`src/hdl/stt_pkg.sv`:
```
// Package for the script text tokenizer.
// Holds result and bundle types, character codes and the queue depth default.
// No dependencies.
`timescale 1ns / 1ps

package stt_pkg;

  localparam int unsigned QUEUE_DEPTH = 4;

  localparam logic [7:0] CHAR_NUL    = 8'h00;
  localparam logic [7:0] CHAR_NL     = 8'h0A;
  localparam logic [7:0] CHAR_SPACE  = 8'd32;
  localparam logic [7:0] CHAR_DQUOTE = 8'h22;
  localparam logic [7:0] CHAR_SQUOTE = 8'h27;
  localparam logic [7:0] CHAR_LPAREN = 8'h28;
  localparam logic [7:0] CHAR_RPAREN = 8'h29;
  localparam logic [7:0] CHAR_COMMA  = 8'h2C;
  localparam logic [7:0] CHAR_SLASH  = 8'h2F;
  localparam logic [7:0] CHAR_LBRACE = 8'h7B;
  localparam logic [7:0] CHAR_RBRACE = 8'h7D;

  typedef enum logic [1:0] {
    KIND_BYTE = 2'd0,
    KIND_END  = 2'd1,
    KIND_EOT  = 2'd2
  } kind_e;

  typedef struct packed {
    kind_e      kind;
    logic [7:0] tbyte;
    logic       quoted;
  } result_t;

  // Up to four results caused by one input item; last_idx is the count minus one.
  typedef struct packed {
    result_t [3:0] res;
    logic [1:0]    last_idx;
  } bundle_t;

endpackage

```
`src/hdl/stt_front.sv`:
```
// Front end of the tokenizer: accepts text bytes, tracks the scan mode and
// builds the bundle of results that each byte causes. Uses stt_pkg.
`timescale 1ns / 1ps

module stt_front (
  input  logic            clk_i,
  input  logic            rst_ni,
  input  logic            accept_i,
  input  logic [7:0]      text_byte_i,
  output logic            push_o,
  output stt_pkg::bundle_t bundle_o
);

  typedef enum logic [4:0] {
    MODE_BETWEEN = 5'b00001,
    MODE_SLASH   = 5'b00010,
    MODE_COMMENT = 5'b00100,
    MODE_QUOTED  = 5'b01000,
    MODE_WORD    = 5'b10000
  } mode_e;

  mode_e mode_q, mode_d;
  stt_pkg::result_t [3:0] res;
  logic [2:0] n;
  logic do_word, do_start, is_white, is_single;

  function automatic stt_pkg::result_t mk(stt_pkg::kind_e kind, logic [7:0] tbyte, logic quoted);
    stt_pkg::result_t r;
    r.kind   = kind;
    r.tbyte  = tbyte;
    r.quoted = quoted;
    return r;
  endfunction

  assign is_white  = (text_byte_i <= stt_pkg::CHAR_SPACE) || text_byte_i[7];
  assign is_single = (text_byte_i == stt_pkg::CHAR_LBRACE) || (text_byte_i == stt_pkg::CHAR_RBRACE)
                  || (text_byte_i == stt_pkg::CHAR_LPAREN) || (text_byte_i == stt_pkg::CHAR_RPAREN)
                  || (text_byte_i == stt_pkg::CHAR_SQUOTE) || (text_byte_i == stt_pkg::CHAR_COMMA);

  always_comb begin
    res      = '0;
    n        = 3'd0;
    mode_d   = mode_q;
    do_word  = 1'b0;
    do_start = 1'b0;
    unique case (mode_q)
      MODE_SLASH: begin
        if (text_byte_i == stt_pkg::CHAR_SLASH) begin
          mode_d = MODE_COMMENT;
        end else begin
          res[0]  = mk(stt_pkg::KIND_BYTE, stt_pkg::CHAR_SLASH, 1'b0);
          n       = 3'd1;
          do_word = 1'b1;
        end
      end
      MODE_COMMENT: begin
        if (text_byte_i == stt_pkg::CHAR_NUL) begin
          res[0] = mk(stt_pkg::KIND_EOT, 8'h00, 1'b0);
          n      = 3'd1;
          mode_d = MODE_BETWEEN;
        end else if (text_byte_i == stt_pkg::CHAR_NL) begin
          mode_d = MODE_BETWEEN;
        end
      end
      MODE_QUOTED: begin
        if (text_byte_i == stt_pkg::CHAR_DQUOTE) begin
          res[0] = mk(stt_pkg::KIND_END, 8'h00, 1'b1);
          n      = 3'd1;
          mode_d = MODE_BETWEEN;
        end else if (text_byte_i == stt_pkg::CHAR_NUL) begin
          res[0] = mk(stt_pkg::KIND_END, 8'h00, 1'b1);
          res[1] = mk(stt_pkg::KIND_EOT, 8'h00, 1'b0);
          n      = 3'd2;
          mode_d = MODE_BETWEEN;
        end else begin
          res[0] = mk(stt_pkg::KIND_BYTE, text_byte_i, 1'b1);
          n      = 3'd1;
        end
      end
      MODE_WORD: begin
        do_word = 1'b1;
      end
      default: begin
        do_start = 1'b1;
      end
    endcase

    if (do_word) begin
      if (is_white || is_single) begin
        res[n[1:0]] = mk(stt_pkg::KIND_END, 8'h00, 1'b0);
        n           = n + 3'd1;
        mode_d      = MODE_BETWEEN;
        if ((text_byte_i == stt_pkg::CHAR_NUL) || is_single) begin
          do_start = 1'b1;
        end
      end else begin
        res[n[1:0]] = mk(stt_pkg::KIND_BYTE, text_byte_i, 1'b0);
        n           = n + 3'd1;
        mode_d      = MODE_WORD;
      end
    end

    if (do_start) begin
      priority if (text_byte_i == stt_pkg::CHAR_NUL) begin
        res[n[1:0]] = mk(stt_pkg::KIND_EOT, 8'h00, 1'b0);
        n           = n + 3'd1;
        mode_d      = MODE_BETWEEN;
      end else if (is_white) begin
        mode_d = MODE_BETWEEN;
      end else if (text_byte_i == stt_pkg::CHAR_SLASH) begin
        mode_d = MODE_SLASH;
      end else if (text_byte_i == stt_pkg::CHAR_DQUOTE) begin
        mode_d = MODE_QUOTED;
      end else if (is_single) begin
        res[n[1:0]] = mk(stt_pkg::KIND_BYTE, text_byte_i, 1'b0);
        n           = n + 3'd1;
        res[n[1:0]] = mk(stt_pkg::KIND_END, 8'h00, 1'b0);
        n           = n + 3'd1;
        mode_d      = MODE_BETWEEN;
      end else begin
        res[n[1:0]] = mk(stt_pkg::KIND_BYTE, text_byte_i, 1'b0);
        n           = n + 3'd1;
        mode_d      = MODE_WORD;
      end
    end
  end

  always_ff @(posedge clk_i or negedge rst_ni) begin
    if (!rst_ni) begin
      mode_q <= MODE_BETWEEN;
    end else if (accept_i) begin
      mode_q <= mode_d;
    end
  end

  assign push_o            = accept_i && (n != 3'd0);
  assign bundle_o.res      = res;
  assign bundle_o.last_idx = 2'(n - 3'd1);

endmodule

```
`src/hdl/stt_queue.sv`:
```
// Bundle queue between the tokenizer front end and the result serializer.
// A small circular buffer of result bundles. Uses stt_pkg.
`timescale 1ns / 1ps

module stt_queue #(
  parameter int unsigned Depth = stt_pkg::QUEUE_DEPTH
) (
  input  logic             clk_i,
  input  logic             rst_ni,
  input  logic             push_i,
  input  stt_pkg::bundle_t push_data_i,
  input  logic             pop_i,
  output logic             full_o,
  output logic             avail_o,
  output stt_pkg::bundle_t head_o
);

  localparam int unsigned AW = (Depth > 1) ? $clog2(Depth) : 1;

  stt_pkg::bundle_t mem_q [Depth];
  logic [AW-1:0] wr_ptr_q, rd_ptr_q;
  logic [AW:0]   cnt_q;

  function automatic logic [AW-1:0] incr(logic [AW-1:0] p);
    return (p == AW'(Depth - 1)) ? '0 : p + AW'(1);
  endfunction

  assign full_o  = (cnt_q == (AW+1)'(Depth));
  assign avail_o = (cnt_q != '0);
  assign head_o  = mem_q[rd_ptr_q];

  always_ff @(posedge clk_i) begin
    if (push_i) begin
      mem_q[wr_ptr_q] <= push_data_i;
    end
  end

  always_ff @(posedge clk_i or negedge rst_ni) begin
    if (!rst_ni) begin
      wr_ptr_q <= '0;
      rd_ptr_q <= '0;
      cnt_q    <= '0;
    end else begin
      if (push_i) begin
        wr_ptr_q <= incr(wr_ptr_q);
      end
      if (pop_i) begin
        rd_ptr_q <= incr(rd_ptr_q);
      end
      if (push_i && !pop_i) begin
        cnt_q <= cnt_q + (AW+1)'(1);
      end else if (pop_i && !push_i) begin
        cnt_q <= cnt_q - (AW+1)'(1);
      end
    end
  end

endmodule

```
`src/hdl/stt_back.sv`:
```
// Back end of the tokenizer: walks the head bundle into the output register,
// one result per cycle unless stalled, popping it after the last. Uses stt_pkg.
`timescale 1ns / 1ps

module stt_back (
  input  logic             clk_i,
  input  logic             rst_ni,
  input  logic             avail_i,
  input  stt_pkg::bundle_t head_i,
  output logic             pop_o,
  output logic             out_valid_o,
  input  logic             out_stall_i,
  output logic [1:0]       kind_o,
  output logic [7:0]       token_byte_o,
  output logic             quoted_o,
  output logic             last_o
);

  logic [1:0]       idx_q;
  logic             valid_q;
  stt_pkg::result_t res_q;
  logic             last_q;
  logic             load, at_last;

  assign load    = avail_i && (!valid_q || !out_stall_i);
  assign at_last = (idx_q == head_i.last_idx);
  assign pop_o   = load && at_last;

  always_ff @(posedge clk_i or negedge rst_ni) begin
    if (!rst_ni) begin
      idx_q   <= '0;
      valid_q <= 1'b0;
    end else begin
      if (load) begin
        valid_q <= 1'b1;
        idx_q   <= at_last ? 2'd0 : idx_q + 2'd1;
      end else if (!out_stall_i) begin
        valid_q <= 1'b0;
      end
    end
  end

  always_ff @(posedge clk_i) begin
    if (load) begin
      res_q  <= head_i.res[idx_q];
      last_q <= at_last;
    end
  end

  assign out_valid_o  = valid_q;
  assign kind_o       = res_q.kind;
  assign token_byte_o = res_q.tbyte;
  assign quoted_o     = res_q.quoted;
  assign last_o       = last_q;

endmodule

```
`src/hdl/script_text_tokenizer.sv`:
```
// Top level of the script text tokenizer.
// Instantiates stt_front, stt_queue and stt_back; uses stt_pkg.
//
// Usage: text bytes enter on the input channel (in_valid_i, in_stall_o,
// text_byte_i), one item per byte, and a zero byte ends the text. Results
// leave on the output channel (out_valid_o, out_stall_i) as kind_o,
// token_byte_o, quoted_o and last_o; last_o marks the final result that one
// input byte causes. A byte may cause no result at all.
// Throughput: one input byte per cycle while the queue is not full, and one
// result per cycle on the output while it is not stalled. A byte that causes
// several results occupies the output for each of them in turn; the bundle
// queue of QueueDepth entries absorbs these bursts, and the input stalls only
// when that queue is full. The first result of a byte passes through the
// bundle queue and then the output register before it is valid on the output.
// Reset puts the scanner between tokens and empties the queue and the output
// register. A stalled output holds its result; the input keeps flowing until
// the queue fills.
`timescale 1ns / 1ps

module script_text_tokenizer #(
  parameter int unsigned QueueDepth = stt_pkg::QUEUE_DEPTH
) (
  input  logic       clk_i,
  input  logic       rst_ni,
  input  logic       in_valid_i,
  output logic       in_stall_o,
  input  logic [7:0] text_byte_i,
  output logic       out_valid_o,
  input  logic       out_stall_i,
  output logic [1:0] kind_o,
  output logic [7:0] token_byte_o,
  output logic       quoted_o,
  output logic       last_o
);

  logic             full, avail, push, pop, accept;
  stt_pkg::bundle_t push_data, head;

  assign in_stall_o = full;
  assign accept     = in_valid_i && !full;

  stt_front u_front (
    .clk_i       (clk_i),
    .rst_ni      (rst_ni),
    .accept_i    (accept),
    .text_byte_i (text_byte_i),
    .push_o      (push),
    .bundle_o    (push_data)
  );

  stt_queue #(
    .Depth (QueueDepth)
  ) u_queue (
    .clk_i       (clk_i),
    .rst_ni      (rst_ni),
    .push_i      (push),
    .push_data_i (push_data),
    .pop_i       (pop),
    .full_o      (full),
    .avail_o     (avail),
    .head_o      (head)
  );

  stt_back u_back (
    .clk_i        (clk_i),
    .rst_ni       (rst_ni),
    .avail_i      (avail),
    .head_i       (head),
    .pop_o        (pop),
    .out_valid_o  (out_valid_o),
    .out_stall_i  (out_stall_i),
    .kind_o       (kind_o),
    .token_byte_o (token_byte_o),
    .quoted_o     (quoted_o),
    .last_o       (last_o)
  );

endmodule

```
`config.mk`:
```
export PLATFORM = sky130hd
export DESIGN_NAME = script_text_tokenizer
export DESIGN_NICKNAME = d
export VERILOG_FILES = /design/src/hdl/stt_pkg.sv /design/src/hdl/stt_front.sv /design/src/hdl/stt_queue.sv /design/src/hdl/stt_back.sv /design/src/hdl/script_text_tokenizer.sv
export SDC_FILE = /design/constraint.sdc
export NUM_CORES = 1
export LEC_CHECK = 0
export CELL_PAD_IN_SITES_DETAIL_PLACEMENT = 1
export CELL_PAD_IN_SITES_GLOBAL_PLACEMENT = 1
export CORE_MARGIN = 4
export CORE_UTILIZATION = 51
export CTS_BUF_LIST = sky130_fd_sc_hd__clkbuf_4 sky130_fd_sc_hd__clkbuf_8
export CTS_CLUSTER_DIAMETER = 40
export DETAILED_ROUTE_END_ITERATION = 12
export DONT_BUFFER_PORTS = 1
export GPL_TIMING_DRIVEN = 0
export PLACE_DENSITY = 0.81
export SLEW_MARGIN = 30
export SYNTH_ARGS = -nofsm -noshare
export SYNTH_HDL_FRONTEND = slang
export SYNTH_SLANG_ARGS = --single-unit
```
`constraint.sdc`:
```
create_clock -name clk_i -period 4.82 [get_ports clk_i]
set_clock_uncertainty 0.05 [all_clocks]
set_input_delay 0.964 -clock clk_i [delete_from_list [all_inputs] [get_ports clk_i]]
set_output_delay 0.964 -clock clk_i [all_outputs]
set_load 0.01 [all_outputs]
```
; ---- Word-level counts from Yosys, hierarchy flattened
; Memories as Yosys holds them, arrays and structs flattened.
; Cells that the tools add are included.
[op_classes]
addsub = 9
n_mul = 0
div_mod_pow = 0
n_lt_le_gt_ge = 8
eq_ne = 21
n_shift = 0
n_mux = 66
bitwise_logic = 9
n_reduce_logical = 30
[ops]
columns = operator, count
row1 = two-way mux 44 bit, 8
row2 = NOT 40 bit, 3
row3 = bitwise mux 44 bit, 2
row4 = two-way mux 11 bit, 8
row5 = AND 40 bit, 2
row6 = demux 11 bit (select 2 bit), 3
row7 = two-way mux 5 bit, 13
row8 = "equality test 8 x 6 -> 1 bit, second input constant", 6
row9 = AND 20 x 40 -> 40 bit, 1
row10 = one-hot mux 11 bit (3 select lines), 1
row11 = two-way mux 3 bit, 9
row12 = binary-select mux 11 bit (select 2 bit), 1
row13 = "equality test 8 x 7 -> 1 bit, second input constant", 2
row14 = one-hot mux 5 bit (3 select lines), 1
row15 = "adder 3 x 1 -> 3 bit, second input constant", 4
row16 = "less-than comparator 2 x 3 -> 1 bit, second input constant", 4
row17 = two-way mux 1 bit, 11
row18 = two-way mux 10 bit, 1
row19 = two-way mux 2 bit, 5
row20 = "inequality test 5 x 1 -> 1 bit, second input constant", 2
row21 = logical AND 1 bit, 9
row22 = logical OR 1 bit, 9
row23 = one-hot mux 3 bit (3 select lines), 1
row24 = "equality test 8 x 4 -> 1 bit, second input constant", 1
row25 = other kinds (25), 36
[totals]
ff_bits = 27
latchBits = 0
ramBits = 184
romBits = 0
input_bits = 12
output_inout_bits = 14
wordCells = 154
n_memories = 1
[mem_list]
columns = memory, depth, width, rd, rd_clocked_by_memory_dff, wr, line
row1 = u_queue.mem_q, 4, 46, 1, 0, 1, stt_queue.sv:20  ; stt_pkg::bundle_t mem_q [Depth];

; ---- Longest topological paths before layout
[logic_depth]
ltp_word = 20
ltp_mapped = 23
mapped_depth_nobuf = 20

; ---- Cells and area by module
; A second synthesis with hierarchy kept.
[hier_totals]
hier_cells = 544
hier_area_um2 = 9552.9
[modules_own_cells]
columns = mod, instances, cells_each, area_each_um2, seq_area_each_um2
row1 = stt_queue, 1, 276, 7046.8, 5700.5
row2 = stt_front, 1, 223, 1650.3, 126.4
row3 = stt_back, 1, 44, 842.1, 435.4
row4 = script_text_tokenizer, 1, 1, 13.8, 0.0

; ---- Worst setup path after synthesis
; Ideal clock, no wire load.
[synth_timing]
path_kind = input-to-reg
start = input port text_byte_i[2]
end = memory u_queue.mem_q[3][0] (netlist name) (enable)
setup_ps = 405
t_arrival_ps = 5662
t_required_ps = 4365
path_slack_ps = -1297
stages = 18
path_buffers = 3
cell_sequence = or3_1 buf_2 or4_1 buf_2 or2_2 o221a_2 ha_1 a21oi_1 ha_1 clkbuf_1 nor2_1 a2bb2oi_1 o31ai_1 a21oi_1 ha_1 a21boi_0 a31oi_4 and2_1
[synth_between]
elab_chain_cells = 18
elab_cells_between_ends = 42
cone_classes = add/sub: 3 / order compare: 1 / eq/ne: 8 / mux: 19 / reduce/logical: 11
[synth_lines]
columns = element, line
row1 = start: declaration, script_text_tokenizer.sv:27  ; input logic [7:0] text_byte_i,
row2 = zero test 8 bit, -
row3 = two-way mux 2 bit, stt_front.sv:70  ; end else if (text_byte_i == stt_pkg::CHAR_NUL) begin
row4 = two-way mux 2 bit, stt_front.sv:66  ; if (text_byte_i == stt_pkg::CHAR_DQUOTE) begin
row5 = one-hot mux 3 bit (3 select lines), stt_front.sv:46  ; unique case (mode_q)
row6 = adder 3 x 1 -> 3 bit, "stt_front.sv:91, stt_front.sv:98"
row7 = two-way mux 3 bit, stt_front.sv:88  ; if (do_word) begin
row8 = adder 3 x 1 -> 3 bit, "stt_front.sv:106, stt_front.sv:116, stt_front.sv:122"
row9 = adder 3 x 1 -> 3 bit, stt_front.sv:118  ; n = n + 3'd1;
row10 = [3 not listed], -
row11 = two-way mux 3 bit, stt_front.sv:108  ; end else if (is_white) begin
row12 = two-way mux 3 bit, stt_front.sv:104  ; priority if (text_byte_i == stt_pkg::CHAR_NUL) begin
row13 = two-way mux 3 bit *, stt_front.sv:103  ; if (do_start) begin
row14 = nonzero test 3 bit *, stt_front.sv:136  ; assign push_o = accept_i && (n != 3'd0);
row15 = logical AND 1 bit *, stt_front.sv:136
row16 = named net push, script_text_tokenizer.sv:36  ; logic full, avail, push, pop, accept;
row17 = two-way mux 1 bit *, stt_queue.sv:33  ; if (push_i) begin
row18 = two-way mux 1 bit (not written as such) *, stt_queue.sv:34  ; mem_q[wr_ptr_q] <= push_data_i;
row19 = end: declaration, stt_queue.sv:20
; Mark *: on every way through the listed nets, which the timed path passes. The rest lies on a longest branch.

; ---- Worst setup path after layout
[layout_timing]
start = input port text_byte_i[0]
end = register u_queue.cnt_q[1]
[layout_between]
elab_chain_cells = 19
elab_cells_between_ends = 45
cone_classes = add/sub: 3 / order compare: 1 / eq/ne: 8 / mux: 18 / reduce/logical: 15
[layout_lines]
columns = element, line
row1 = zero test 8 bit, -
row2 = two-way mux 2 bit, stt_front.sv:70
row3 = two-way mux 2 bit, stt_front.sv:66
row4 = one-hot mux 3 bit (3 select lines), stt_front.sv:46
row5 = adder 3 x 1 -> 3 bit, "stt_front.sv:91, stt_front.sv:98"
row6 = two-way mux 3 bit, stt_front.sv:88
row7 = adder 3 x 1 -> 3 bit, "stt_front.sv:106, stt_front.sv:116, stt_front.sv:122"
row8 = adder 3 x 1 -> 3 bit, stt_front.sv:118
row9 = [4 not listed], -
row10 = two-way mux 3 bit, stt_front.sv:104
row11 = two-way mux 3 bit *, stt_front.sv:103
row12 = nonzero test 3 bit *, stt_front.sv:136
row13 = logical AND 1 bit *, stt_front.sv:136
row14 = named net push, script_text_tokenizer.sv:36
row15 = zero test 1 bit, stt_queue.sv:52  ; end else if (pop_i && !push_i) begin
row16 = logical AND 1 bit, stt_queue.sv:52
row17 = nonzero test 2 bit (no source line), -
row18 = end signal: assignment, stt_queue.sv:51  ; cnt_q <= cnt_q + (AW+1)'(1);
row19 = end signal: assignment, stt_queue.sv:53  ; cnt_q <= cnt_q - (AW+1)'(1);
row20 = end: declaration, stt_queue.sv:22  ; logic [AW:0] cnt_q;
; Marks and branches as above.
; A chain may end at the register's enable or synchronous reset.

==> qor.yml <==
status:
  outcome: "complete, but fails checks"
  violations: "negative setup slack"
critical_path:
  crit_type: "in2reg"
  crit_path_end_kind: "flop"
  critPathArrivalTime_ps: 5180
  start_kind: "primary input"
  required_ps: 5140
  cp_max_fo: 5
clock_tree:
  cts_sinks: 199
  clkSlewWorstSetupHoldPaths_ps: 100
  clkLatencyLatePin_ps: 470
  root_buffer: "clkbuf_8"
  cts_buffers: 17
  clockBufferDepth: 2
  cts_tree: "done"
  postCtsHoldBufs: 0
  htree_levels: 4
logic_synthesis:
  yosys.area.top_type: "edfxtp_1"
  async_flop_share: 0.07538
  synthAdderAreaFrac: 0.02726
  synthXorXnorAreaFrac: 0.006816
  synth_top_cell_area_share: 0.6143
  synth_ff_type: "edfxtp_1"
  syn_inst: 540
  synth_top_family_by_area: "multiplexers"
  synth_warnings: 0
  ys_top_cells_by_area: "edfxtp_1 61%, mux4_2 13%, dfrtp_1 3.9%"
  synthMuxAreaShare: 0.1419
  seq_area_frac_synth: 0.6561
  synth_cell_type_count: 70
  ys_ff_latch: 199
  synth-compound-area-share: 0.06413
  syn_avg_cell_area_um2: 16.66
  yosys.area_share.simple: 0.08263
  synth-edff-count: 184
  synth_area_mm2: 0.008995
floorplan:
  core_mm2: 0.01730
  die_area_mm2: 0.01983
  die_y_um: 140.8
  dieWidth_um: 140.8
  rows: 48
  start_util: 0.5200
  ios: 26
final_layout:
  finalNetCount: 631
  layout_common_cells: "184 x edfxtp_1, 53 x mux4_2, 30 x nand2_1, 25 x buf_4"
  fill_cells: 1583
  final_area_mm2: 0.01027
  regArea_mm2: 0.005902
  syn2layout_area_growth_pct: 14.17
  layout_commonest_cell: "edfxtp_1"
  drive_gt1_frac: 0.3116
  final_cell_count_no_fill: 838
  multi_input_area_mm2: 0.003221
  num_antenna_cells: 0
power:
  powerDensity_mw_per_mm2: 576.9
  clkPwrFrac: 0.190
  p_seq_frac: 0.421
  p_switching_w: 0.002037
  power_w: 0.005924
  leakage_nw: 3.488
  switching_share: 0.3438
  vdd_drop_max_uv: 280.2
  p_int_w: 0.003887
  p_comb_frac: 0.389
timing:
  worst_slew_pin_slew_ps: 1010
  finalSetupViolations: 1
  rsz0062_at_grt: "yes"
  relSlewSlack: 0.3268
  post-route-min-period_ps: 4863
  worst_slack_ps: -42.51
  maxSlewViolCount: 0
  fmaxAchievable_mhz: 205.7
  hold_violations: 0
  final.period_utilization: 1.009
global_route:
  grt-ovfl-total: 0
  track_usage: 0.2429
  grt_max_degree: 44
  grt_pass1_wl_um: 34770
  antenna_found_initial: 0
  grt_pass1_vias: 5609
routing:
  wl_met1_um: 9167
  wl_met2_um: 11910
  drt_iter0_markers: 497
  totalWireLength_um: 23390
  final_antenna_net_count: 0
  dr_wl_met3_um: 1501
  vias: 5363
  highest_layer: "met4"
  first_pass_iters: 5
  drc_errors: 0
  drt-vias-per-instance: 6.400
  wl_per_cell_um: 27.91
placed_design:
  dpl_cell_area_mm2: 0.009454
  portBuffers: 0
  dp_worst_setup_slack_ps: -1259
  hpwl_um: 14550
  dp_cells: 776
  gp_congestion: 0.8890
flow_run:
  cap_viol_max_count: 0
min_path:
  hold_class: "in2async"
==> state kept, by name, indices dropped and copies added, names as in the netlist <==
signal / count
u_back.idx_q: 2
u_back.kind_o: 2
u_back.last_o: 1
u_back.out_valid_o: 1
u_back.quoted_o: 1
u_back.token_byte_o: 8
u_front.mode_q: 5
u_queue.cnt_q: 3
u_queue.mem_q: 172
u_queue.rd_ptr_q: 2
u_queue.wr_ptr_q: 2
==> power by group through the flow <==
stage	logic [W]	clock network, W	registers [W]
after floorplan	0.00146	0	0.00248
after global placement	0.00194	0	0.00250
after detailed placement	0.00204	0	0.00254
after CTS	0.00221	0.00114	0.00250
after global routing	0.00245	0.00122	0.00252
final	0.00231	0.00113	0.00249
==> worst max-delay path, cell delays in order <==
cell	delay [ps]
or3_4	370
buf_6	120
or4_4	530
or2_4	250
o221a_4	120
ha_4	220
a21oi_4	140
buf_6	150
inv_4	40
ha_4	240
buf_4	140
nand2_2	50
o31ai_2	60
a21oi_2	220
ha_2	200
a21boi_4	190
a31oi_4	100
buf_12	160
ha_4	150
inv_2	50
fa_2	430
mux2_4	270
==> per-layer routing <==
| metal | vias up | global-route usage |
|---|---|---|
| met5 | - | 0 |
| met4 | 0 | 0.09128 |
| li1 | 2271 | - |
| met2 | 222 | 0.4085 |
| met3 | 38 | 0.05190 |
| met1 | 2832 | 0.3134 |
==> through the flow <==
stage / utilization / hold WS [ps] / setup TNS, ps
2_1_floorplan: - / 410.9 / -71640
3_3_place_gp: 0.5450 / 427.5 / -295060
3_5_place_dp: 0.5466 / 440.6 / -234760
4_1_cts: 0.5871 / 99.83 / -5276
5_1_grt: 0.5938 / 83.44 / -307.0
6_report: 0.5938 / 125.0 / -42.51
==> synthesized netlist by cell type, types with 4 or more instances <==
cell type / count
inv_1: 19
buf_2: 5
and2_1: 22
clkbuf_1: 15
or2_2: 7
or3_1: 4
o22ai_1: 4
o21ai_0: 12
dfrtp_1: 14
o31ai_1: 4
nor3_1: 13
nor2b_1: 5
buf_1: 4
mux4_2: 53
ha_1: 18
xnor2_1: 4
nand2_1: 31
nand3b_1: 4
a21oi_1: 20
nand3_1: 6
nor2_1: 17
nand4_1: 5
edfxtp_1: 184
==> cells by family after synthesis <==
logic type | count (synthesis)
multiplexers | 60
flip-flops | 199
adder cells (fa/ha/maj) | 19
other | 1
AO/OA/AOI/OAI | 76
buffers and inverters | 45
XOR/XNOR | 7
AND/OR/NAND/NOR | 133
==> layout make-up <==
cell class	instances	share of cell area
clock buffer	17	0.02278
clock inverter	15	0.01852
inverter	19	0.007188
multi-input combinational	311	0.3136
timing repair buffer	28	0.02364
buffer	24	0.01218
tap	225	0.02741
sequential	199	0.5747
==> final timing paths <==
kind | start | end | slack (ps) | depth (start not counted)
max | text_byte_i[0] | u_queue.cnt_q[1] | -40 | 22
min | rst_ni | u_back.out_valid_o | 120 | 0
max reg2reg | u_front.mode_q[1] | u_queue.cnt_q[1] | 70 | 21
min reg2reg | u_queue.cnt_q[2] | u_queue.cnt_q[2] | 450 | 1
max in group asynchronous | rst_ni | u_front.mode_q[0] | 4420 | 0
min in group clk_i | u_queue.cnt_q[2] | u_queue.cnt_q[2] | 450 | 1
==> repair_timing <==
item	4_1_cts	5_1_grt
pin swaps	17	2
gates resized for setup	17	18
setup endpoints to repair	189	186
gates cloned	3	1
setup buffers	21	7
(Power assumes the default switching activity.)
